### src/rtl/dfs_pkg.sv
// ----------------------------------------------------------------------------
// dfs_pkg
// Shared types and codes for the depth-first search engine.
// ----------------------------------------------------------------------------
package dfs_pkg;

  localparam int FUNC_W   = 2;
  localparam int NODE_W   = 6;
  localparam int VCNT_W   = 5;
  localparam int VERTEX_W = 5;
  localparam int STATUS_W = 3;

  localparam logic [VCNT_W-1:0] VCNT_RESET = VCNT_W'(16);

  typedef enum logic [FUNC_W-1:0] {
    FN_CLEAR  = 2'd0,
    FN_ADD    = 2'd1,
    FN_SEARCH = 2'd2,
    FN_NONE   = 2'd3
  } func_t;

  typedef enum logic [STATUS_W-1:0] {
    RS_VISIT = 3'd0,
    RS_OK    = 3'd1,
    RS_BAD   = 3'd2,
    RS_FULL  = 3'd3
  } res_status_t;

  typedef enum logic [2:0] {
    ST_IDLE,
    ST_CHECK,
    ST_ADD,
    ST_READ,
    ST_EVAL,
    ST_POP,
    ST_FINISH
  } state_t;

  // controller to datapath
  typedef struct packed {
    logic        latch_in;
    logic        clear_deg;
    logic        add_write;
    logic        search_init;
    logic        step;
    logic        push;
    logic        pop;
    logic        pop_load;
    logic        out_load;
    logic        out_pending;
    logic        out_last;
    res_status_t out_status;
  } cmd_t;

  // datapath to controller
  typedef struct packed {
    func_t func;
    logic  a_ok;
    logic  b_ok;
    logic  deg_full;
    logic  edges_done;
    logic  w_new;
    logic  depth_one;
    logic  out_free;
  } sts_t;

endpackage

### src/rtl/dfs_ram.sv
// ----------------------------------------------------------------------------
// dfs_ram
// Generic single write port, single read port RAM with registered read.
// ----------------------------------------------------------------------------
module dfs_ram #(
  parameter int WIDTH = 8,
  parameter int DEPTH = 16
) (
  input  logic                     clk,
  input  logic                     we,
  input  logic [$clog2(DEPTH)-1:0] waddr,
  input  logic [WIDTH-1:0]         wdata,
  input  logic [$clog2(DEPTH)-1:0] raddr,
  output logic [WIDTH-1:0]         rdata
);

  logic [WIDTH-1:0] mem [DEPTH];

  always_ff @(posedge clk) begin
    if (we) begin
      mem[waddr] <= wdata;
    end
    rdata <= mem[raddr];
  end

endmodule

### src/rtl/dfs_ctrl.sv
// ----------------------------------------------------------------------------
// dfs_ctrl
// Sequencer for edge updates and the stack-based depth-first walk.
// ----------------------------------------------------------------------------
module dfs_ctrl (
  input  logic          clk,
  input  logic          rst,
  input  logic          in_valid,
  output logic          in_ready,
  input  dfs_pkg::sts_t sts,
  output dfs_pkg::cmd_t cmd
);

  dfs_pkg::state_t state, state_next;

  always_ff @(posedge clk) begin
    if (rst) begin
      state <= dfs_pkg::ST_IDLE;
    end else begin
      state <= state_next;
    end
  end

  always_comb begin
    state_next = state;
    case (state)
      dfs_pkg::ST_IDLE: begin
        if (in_valid) state_next = dfs_pkg::ST_CHECK;
      end
      dfs_pkg::ST_CHECK: begin
        case (sts.func)
          dfs_pkg::FN_CLEAR: begin
            if (sts.out_free) state_next = dfs_pkg::ST_IDLE;
          end
          dfs_pkg::FN_ADD: begin
            if (sts.a_ok && sts.b_ok) state_next = dfs_pkg::ST_ADD;
            else if (sts.out_free) state_next = dfs_pkg::ST_IDLE;
          end
          dfs_pkg::FN_SEARCH: begin
            if (sts.a_ok) state_next = dfs_pkg::ST_READ;
            else if (sts.out_free) state_next = dfs_pkg::ST_IDLE;
          end
          default: state_next = dfs_pkg::ST_IDLE;
        endcase
      end
      dfs_pkg::ST_ADD: begin
        if (sts.out_free) state_next = dfs_pkg::ST_IDLE;
      end
      dfs_pkg::ST_READ: state_next = dfs_pkg::ST_EVAL;
      dfs_pkg::ST_EVAL: begin
        if (sts.edges_done) begin
          state_next = sts.depth_one ? dfs_pkg::ST_FINISH : dfs_pkg::ST_POP;
        end else if (!sts.w_new || sts.out_free) begin
          state_next = dfs_pkg::ST_READ;
        end
      end
      dfs_pkg::ST_POP: state_next = dfs_pkg::ST_READ;
      dfs_pkg::ST_FINISH: begin
        if (sts.out_free) state_next = dfs_pkg::ST_IDLE;
      end
      default: state_next = dfs_pkg::ST_IDLE;
    endcase
  end

  always_comb begin
    cmd = '0;
    cmd.out_status = dfs_pkg::RS_VISIT;
    in_ready = 1'b0;
    case (state)
      dfs_pkg::ST_IDLE: begin
        in_ready = 1'b1;
        cmd.latch_in = in_valid;
      end
      dfs_pkg::ST_CHECK: begin
        case (sts.func)
          dfs_pkg::FN_CLEAR: begin
            if (sts.out_free) begin
              cmd.clear_deg  = 1'b1;
              cmd.out_load   = 1'b1;
              cmd.out_last   = 1'b1;
              cmd.out_status = dfs_pkg::RS_OK;
            end
          end
          dfs_pkg::FN_ADD: begin
            if (!(sts.a_ok && sts.b_ok) && sts.out_free) begin
              cmd.out_load   = 1'b1;
              cmd.out_last   = 1'b1;
              cmd.out_status = dfs_pkg::RS_BAD;
            end
          end
          dfs_pkg::FN_SEARCH: begin
            if (sts.a_ok) begin
              cmd.search_init = 1'b1;
            end else if (sts.out_free) begin
              cmd.out_load   = 1'b1;
              cmd.out_last   = 1'b1;
              cmd.out_status = dfs_pkg::RS_BAD;
            end
          end
          default: ;
        endcase
      end
      dfs_pkg::ST_ADD: begin
        if (sts.out_free) begin
          cmd.add_write  = !sts.deg_full;
          cmd.out_load   = 1'b1;
          cmd.out_last   = 1'b1;
          cmd.out_status = sts.deg_full ? dfs_pkg::RS_FULL : dfs_pkg::RS_OK;
        end
      end
      dfs_pkg::ST_EVAL: begin
        if (sts.edges_done) begin
          cmd.pop = !sts.depth_one;
        end else if (sts.w_new) begin
          if (sts.out_free) begin
            cmd.push        = 1'b1;
            cmd.out_load    = 1'b1;
            cmd.out_pending = 1'b1;
          end
        end else begin
          cmd.step = 1'b1;
        end
      end
      dfs_pkg::ST_POP: cmd.pop_load = 1'b1;
      dfs_pkg::ST_FINISH: begin
        if (sts.out_free) begin
          cmd.out_load    = 1'b1;
          cmd.out_pending = 1'b1;
          cmd.out_last    = 1'b1;
        end
      end
      default: ;
    endcase
  end

endmodule

### src/rtl/dfs_datapath.sv
// ----------------------------------------------------------------------------
// dfs_datapath
// Edge and degree memories, walk stack, visited marks and result register.
// ----------------------------------------------------------------------------
module dfs_datapath #(
  parameter int MAX_VERTICES = 16,
  parameter int MAX_DEGREE   = 16
) (
  input  logic                           clk,
  input  logic                           rst,
  input  logic                           cfg_wen,
  input  logic [dfs_pkg::VCNT_W-1:0]     cfg_wdata,
  input  logic [dfs_pkg::FUNC_W-1:0]     in_func,
  input  logic [dfs_pkg::NODE_W-1:0]     in_node_a,
  input  logic [dfs_pkg::NODE_W-1:0]     in_node_b,
  output logic                           out_valid,
  input  logic                           out_ready,
  output logic [dfs_pkg::VERTEX_W-1:0]   out_vertex,
  output logic [dfs_pkg::STATUS_W-1:0]   out_status,
  output logic                           out_last,
  input  dfs_pkg::cmd_t                  cmd,
  output dfs_pkg::sts_t                  sts
);

  localparam int VW  = $clog2(MAX_VERTICES + 1);
  localparam int VIW = $clog2(MAX_VERTICES);
  localparam int DW  = $clog2(MAX_DEGREE + 1);
  localparam int EAW = $clog2(MAX_VERTICES * MAX_DEGREE);
  localparam int DPW = $clog2(MAX_VERTICES + 1);
  localparam int SW  = VW + DW;

  logic [dfs_pkg::VCNT_W-1:0] vertex_count;
  logic [dfs_pkg::NODE_W-1:0] active;
  logic [dfs_pkg::FUNC_W-1:0] func_q;
  logic [dfs_pkg::NODE_W-1:0] a_q, b_q;
  logic                       mode_search;
  logic [MAX_VERTICES-1:0]    deg_valid;
  logic [MAX_VERTICES-1:0]    visited;
  logic [VW-1:0]              cur_v, pending;
  logic [DW-1:0]              cur_i;
  logic [DPW-1:0]             depth;

  logic [VIW-1:0] a_idx, cur_idx, deg_idx, w_idx;
  logic [DW-1:0]  deg_rdata, deg_val;
  logic [VW-1:0]  w;
  logic [SW-1:0]  stk_rdata;
  logic [EAW-1:0] edge_waddr, edge_raddr;

  assign active = ({1'b0, vertex_count} > dfs_pkg::NODE_W'(MAX_VERTICES))
                  ? dfs_pkg::NODE_W'(MAX_VERTICES) : {1'b0, vertex_count};

  assign a_idx   = VIW'(a_q - 1'b1);
  assign cur_idx = VIW'(cur_v - 1'b1);
  assign deg_idx = mode_search ? cur_idx : a_idx;
  assign deg_val = deg_valid[deg_idx] ? deg_rdata : '0;
  assign w_idx   = VIW'(w - 1'b1);

  assign edge_raddr = EAW'(cur_idx) * EAW'(MAX_DEGREE) + EAW'(cur_i);
  assign edge_waddr = EAW'(a_idx) * EAW'(MAX_DEGREE) + EAW'(deg_val);

  dfs_ram #(.WIDTH(VW), .DEPTH(MAX_VERTICES * MAX_DEGREE)) u_edge_ram (
    .clk   (clk),
    .we    (cmd.add_write),
    .waddr (edge_waddr),
    .wdata (VW'(b_q)),
    .raddr (edge_raddr),
    .rdata (w)
  );

  dfs_ram #(.WIDTH(DW), .DEPTH(MAX_VERTICES)) u_deg_ram (
    .clk   (clk),
    .we    (cmd.add_write),
    .waddr (a_idx),
    .wdata (deg_val + 1'b1),
    .raddr (deg_idx),
    .rdata (deg_rdata)
  );

  dfs_ram #(.WIDTH(SW), .DEPTH(MAX_VERTICES)) u_stack_ram (
    .clk   (clk),
    .we    (cmd.push),
    .waddr (VIW'(depth - 1'b1)),
    .wdata ({cur_v, cur_i + 1'b1}),
    .raddr (VIW'(depth - 2'd2)),
    .rdata (stk_rdata)
  );

  always_ff @(posedge clk) begin
    if (rst) begin
      vertex_count <= dfs_pkg::VCNT_RESET;
      deg_valid    <= '0;
      mode_search  <= 1'b0;
      out_valid    <= 1'b0;
    end else begin
      if (cfg_wen) vertex_count <= cfg_wdata;
      if (cmd.clear_deg) deg_valid <= '0;
      else if (cmd.add_write) deg_valid[a_idx] <= 1'b1;
      if (cmd.latch_in) mode_search <= 1'b0;
      else if (cmd.search_init) mode_search <= 1'b1;
      if (cmd.out_load) out_valid <= 1'b1;
      else if (out_ready) out_valid <= 1'b0;
    end
  end

  always_ff @(posedge clk) begin
    if (cmd.latch_in) begin
      func_q <= in_func;
      a_q    <= in_node_a;
      b_q    <= in_node_b;
    end
    if (cmd.search_init) begin
      visited <= MAX_VERTICES'(1) << a_idx;
      cur_v   <= VW'(a_q);
      cur_i   <= '0;
      depth   <= DPW'(1);
      pending <= VW'(a_q);
    end else if (cmd.push) begin
      visited[w_idx] <= 1'b1;
      cur_v          <= w;
      cur_i          <= '0;
      depth          <= depth + 1'b1;
      pending        <= w;
    end else if (cmd.step) begin
      cur_i <= cur_i + 1'b1;
    end else if (cmd.pop) begin
      depth <= depth - 1'b1;
    end else if (cmd.pop_load) begin
      cur_v <= stk_rdata[SW-1:DW];
      cur_i <= stk_rdata[DW-1:0];
    end
    if (cmd.out_load) begin
      out_vertex <= cmd.out_pending ? dfs_pkg::VERTEX_W'(pending) : '0;
      out_status <= cmd.out_status;
      out_last   <= cmd.out_last;
    end
  end

  always_comb begin
    sts.func       = dfs_pkg::func_t'(func_q);
    sts.a_ok       = (a_q != '0) && (a_q <= active);
    sts.b_ok       = (b_q != '0) && (b_q <= active);
    sts.deg_full   = deg_val >= DW'(MAX_DEGREE);
    sts.edges_done = cur_i >= deg_val;
    sts.w_new      = (w != '0) && (dfs_pkg::NODE_W'(w) <= active) && !visited[w_idx];
    sts.depth_one  = depth == DPW'(1);
    sts.out_free   = !out_valid || out_ready;
  end

endmodule

### src/rtl/depth_first_search_engine.sv
// ----------------------------------------------------------------------------
// depth_first_search_engine
// Directed graph built edge by edge, answering depth-first walks.
// ----------------------------------------------------------------------------
// clear and add-edge: result loaded in CHECK, or in ADD for a well-formed add
// search: READ and EVAL per scanned edge, EVAL, POP and READ per backtrack,
//   set by the registered reads of the edge, degree and stack memories
// one transaction in flight; the next is taken once the last result is queued
// reset: control, degree valid bits and vertex_count (16) are restored;
//   edge and stack memories are not cleared
// ----------------------------------------------------------------------------
module depth_first_search_engine #(
  parameter int MAX_VERTICES = 16,
  parameter int MAX_DEGREE   = 16
) (
  input  logic        clk,
  input  logic        rst,
  input  logic        cfg_wen,
  input  logic [4:0]  cfg_wdata,
  input  logic        s_tvalid,
  output logic        s_tready,
  input  logic [15:0] s_tdata,   // node_a, node_b, zero pad
  input  logic [1:0]  s_tuser,   // func
  output logic        m_tvalid,
  input  logic        m_tready,
  output logic [7:0]  m_tdata,   // vertex, zero pad
  output logic [2:0]  m_tuser,   // status
  output logic        m_tlast
);

  dfs_pkg::cmd_t cmd;
  dfs_pkg::sts_t sts;
  logic [dfs_pkg::VERTEX_W-1:0] vertex;

  dfs_ctrl u_ctrl (
    .clk      (clk),
    .rst      (rst),
    .in_valid (s_tvalid),
    .in_ready (s_tready),
    .sts      (sts),
    .cmd      (cmd)
  );

  dfs_datapath #(
    .MAX_VERTICES (MAX_VERTICES),
    .MAX_DEGREE   (MAX_DEGREE)
  ) u_datapath (
    .clk        (clk),
    .rst        (rst),
    .cfg_wen    (cfg_wen),
    .cfg_wdata  (cfg_wdata),
    .in_func    (s_tuser),
    .in_node_a  (s_tdata[5:0]),
    .in_node_b  (s_tdata[11:6]),
    .out_valid  (m_tvalid),
    .out_ready  (m_tready),
    .out_vertex (vertex),
    .out_status (m_tuser),
    .out_last   (m_tlast),
    .cmd        (cmd),
    .sts        (sts)
  );

  assign m_tdata = {3'b000, vertex};

endmodule

### config.mk
export PLATFORM = sky130hd
export DESIGN_NAME = depth_first_search_engine
export DESIGN_NICKNAME = d
export VERILOG_FILES = /design/src/rtl/dfs_pkg.sv /design/src/rtl/dfs_ram.sv /design/src/rtl/dfs_ctrl.sv /design/src/rtl/dfs_datapath.sv /design/src/rtl/depth_first_search_engine.sv
export SDC_FILE = /design/constraint.sdc
export NUM_CORES = 2
export LEC_CHECK = 0
export BUFFER_PORTS_ARGS = -buffer_cell sky130_fd_sc_hd__buf_2
export CAP_MARGIN = 25
export CORE_UTILIZATION = 40
export CTS_CLUSTER_SIZE = 25
export DETAILED_ROUTE_END_ITERATION = 10
export GPL_ROUTABILITY_DRIVEN = 0
export GPL_TIMING_DRIVEN = 0
export PLACE_DENSITY = 0.57
export SLEW_MARGIN = 20
export SYNTH_ARGS = -nofsm -noshare
export SYNTH_HDL_FRONTEND = slang
export SYNTH_SLANG_ARGS = --single-unit
### constraint.sdc
create_clock -name clk -period 6.6 [get_ports clk]
set_input_delay 1.65 -clock clk [delete_from_list [all_inputs] [get_ports clk]]
set_output_delay 1.65 -clock clk [all_outputs]
set_load 0.03 [all_outputs]
==> impl_metrics.env <==
export IMPL_status="complete, no violations"
export IMPL_yosysUniqueCellTypes=84
export IMPL_dieArea_mm2=0.1636
export IMPL_hold_path_class="register to register"
export IMPL_die_h_um=404.5
export IMPL_fmax_ghz=0.1586
export IMPL_synth_area_mm2=0.06480
export IMPL_core_area_mm2=0.1608
export IMPL_grt_setup_unrepaired="yes"
export IMPL_fp_dieW_um=404.5
export IMPL_post_route_min_period_ps=6304
export IMPL_period_share_pct=95.51
export IMPL_synth_warnings=0
export IMPL_pwr_density_cell_mw_per_mm2=310.9
export IMPL_netlist_top_cells_area="edfxtp_1 (72%), mux4_2 (13%), nor2_1 (2.0%)"
export IMPL_power_frac_seq_pct=49.1
export IMPL_synth_top_area_share_pct=71.87
export IMPL_fin_area_mm2=0.07452
export IMPL_skew_ps=50.61
export IMPL_cts_max_level=4
export IMPL_grtUsageTotal_pct=26.95
export IMPL_finalMaxSlewViolations=0
export IMPL_insertion_delay_ps=820
export IMPL_tightest_slew_ps=1217
export IMPL_synth_top_area_cell="edfxtp_1"
export IMPL_num_rows=147
export IMPL_crit_reg2reg_launch="u_datapath.a_q[0]$_DFFE_PP_"
export IMPL_regToRegSetupSlack_ps=300
export IMPL_startpoint="u_datapath.a_q[0]$_DFFE_PP_"
export IMPL_power_uw=23170
export IMPL_vias=37470
export IMPL_portBuffers=32
export IMPL_drt_wl_total_um=220800
export IMPL_dr_pass1_iters=7
export IMPL_fill_cells=13630
export IMPL_hold_slack_ps=484.4
export IMPL_grt_max_degree=28
export IMPL_area_growth_pct=14.99
export IMPL_drc=0
export IMPL_cts_buffers_inserted=165
export IMPL_clock_power_share_pct=39.2
export IMPL_min_from="u_datapath.depth[4]$_SDFFE_PP0P_"
export IMPL_worstSetupPathType="register to register"
export IMPL_p_switching_uw=5968
export IMPL_drt_wirelength_per_cell_um=36.61
export IMPL_async_flop_share_pct=0
export IMPL_drtAntennaViolNets=0
export IMPL_synth_area_per_cell_um2=18.83
export IMPL_slew_limit_headroom_pct=18.30
export IMPL_postCtsHoldBufs=0
export IMPL_ys_seq_area_share_pct=73.57
export IMPL_critPathMaxFanout=10
export IMPL_synth_edf_count=1551
export IMPL_power_frac_comb_pct=11.7
export IMPL_cp_data_required_time_ps=7040
export IMPL_switching_share_pct=25.76
export IMPL_place_inst=5718
export IMPL_drive_gt1_share_pct=24.01
export IMPL_p_int_uw=17200
export IMPL_ctsRootBufferMaster="clkbuf_16"
export IMPL_grt_pass1_vias=35810
export IMPL_synth_flop_cell="edfxtp_1"
export IMPL_cts_tree="built"
export IMPL_cts_sinks=1606
export IMPL_stdcell_count=6031
export IMPL_crit_arrival_ps=6750
export IMPL_vdd_drop_max_v=0.0002930
export IMPL_power_leakage_uw=0.02333
export IMPL_clk_path_buf_depth=3
export IMPL_place_area_mm2=0.06919
export IMPL_clk_pin_slew_ps=60
export IMPL_avgViaCountPerCell=6.213
export IMPL_place_detailed_hpwl_um=147300
export IMPL_antenna_found_initial=9
export IMPL_syn_instance_count=3441
export IMPL_startpoint_type="register"
export IMPL_setup_violations=0
export IMPL_pin_count=42
export IMPL_start_util_pct=40.31
export IMPL_maxCapViolCount=0
export IMPL_grt_pass1_wl_um=299100
export IMPL_cp_end_kind="register"
export IMPL_hold_viol_final=0
export IMPL_final_net_count=3814
export IMPL_ys_seq_elements=1606
export IMPL_drt_iter0_markers=6643
export IMPL_gr_total_overflow=0
## placed cells by master, fill, tap and decap left out, types with 29 or more instances in the layout
| cell | instances |
|---|---|
| clkinv_1 | 33 |
| clkbuf_2 | 39 |
| a21oi_1 | 65 |
| edfxtp_1 | 1551 |
| ha_1 | 50 |
| clkbuf_1 | 100 |
| mux4_2 | 361 |
| a22oi_1 | 82 |
| nor2_1 | 337 |
| clkbuf_16 | 166 |
| buf_4 | 30 |
| mux2i_1 | 95 |
| buf_2 | 111 |
| dfxtp_1 | 55 |
| nand2_1 | 101 |
| buf_8 | 49 |
| buf_6 | 29 |
| nand3_1 | 49 |
| o21ai_0 | 50 |
## critical path, cell delays in order, from the launching register on
cell and delay, ps:
edfxtp_1 460, buf_2 280, inv_2 130, ha_1 280, ha_1 440, mux2i_2 340
a32oi_1 250, a22oi_2 450, buf_2 330, inv_1 70, ha_1 200, nor3b_1 170
xnor2_1 670, nand4_1 900, buf_2 490, nor2_1 440
## power by group through the flow
stage                     logic [µW]  clock network, µW  registers, µW
after global placement          2360                  0          11800
after detailed placement        2640                  0          11600
final                           2710               9070          11400
after floorplan                 1340                  0          11700
after global routing            2770               9470          11400
after CTS                       2650               9090          11400
## cells by family after synthesis
| group | after synthesis | synth area share (%) |
|---|---|---|
| mux | 465 | 14.19 |
| other cells | 1 | 0.005787 |
| xor+xnor | 24 | 0.3360 |
| buf+inv | 247 | 1.865 |
| compound gates | 385 | 4.230 |
| flops | 1606 | 73.57 |
| fa+ha+maj | 50 | 0.9654 |
| simple gates | 663 | 4.837 |
## state kept, by name (all words and copies together) (netlist names)
signal,flops
u_datapath.cur_v,4
u_datapath.mode_search,1
u_datapath.func_q,2
u_datapath.deg_valid,16
u_datapath.out_valid,1
u_datapath.vertex_count,5
u_datapath.u_edge_ram.mem,1280
u_datapath.out_status,2
u_datapath.u_stack_ram.mem,144
u_datapath.u_deg_ram.rdata,5
u_datapath.visited,16
u_datapath.pending,5
u_datapath.a_q,6
u_datapath.u_edge_ram.rdata,5
u_datapath.out_vertex,5
u_datapath.u_deg_ram.mem,80
u_datapath.u_stack_ram.rdata,9
u_datapath.b_q,6
u_datapath.depth,5
u_datapath.out_last,1
u_ctrl.state,3
u_datapath.cur_i,5
## final cells by class
cell class	count	area, µm²	share of cell area [%]
Timing Repair Buffer	126	1685	2.262
Tap cell	2160	2703	3.627
Multi-Input combinational cell	1591	16010	21.49
Sequential cell	1606	47680	63.98
Clock inverter	79	767.0	1.029
Antenna cell	6	15.01	0.02015
Buffer	215	1157	1.553
Clock buffer	217	4385	5.885
Inverter	31	116.4	0.1562
## layer usage
metal  vias to the layer above  GRT usage [%]  share of wire, %
met5                         -              0             0.011
met2                      2518          40.30                45
met4                         4          11.74               4.8
li1                      14650              -                 -
met3                       470          6.833                11
met1                     19830          37.31                39
## path summary, 6_finish.rpt
path | end | cells after the start
worst max-delay path | u_datapath.u_edge_ram.mem[121][3]$_DFFE_PP_ | 15
worst min-delay path | u_datapath.depth[4]$_SDFFE_PP0P_ | 1
worst max register to register | u_datapath.u_edge_ram.mem[121][3]$_DFFE_PP_ | 15
worst min register to register | u_datapath.depth[4]$_SDFFE_PP0P_ | 1
## cells in the mapped netlist, drive strengths merged (16+ instances only)
library cell,n
mux2i,97
a22o,21
ha,50
and3,26
dfxtp,55
nand4,17
buf,122
nor2b,28
nand2,102
edfxtp,1551
mux4,361
a22oi,83
clkbuf,94
nand3,52
a211oi,18
nor3,25
a31oi,20
a21oi,65
inv,29
o221ai,16
nor2,338
and2,21
a221oi,20
o21ai,57
## metrics by stage
stage / utilization [%] / setup slack, ps / TNS (ps)
floorplan: - / 971.3 / 0
global placement: 42.10 / -2935 / -1695520
detailed placement: 43.04 / -519.3 / -87010
CTS: 46.27 / 44.80 / 0
global route: 46.35 / -7.693 / -53.96
finish: 46.36 / 296.5 / 0
## repair_timing
item,in CTS,in global routing
buffers inserted,3,7
setup endpoints to repair,330,480
pin swaps,1,1
gates resized for setup,10,19
Note: power is estimated with default switching activity, not from simulation.
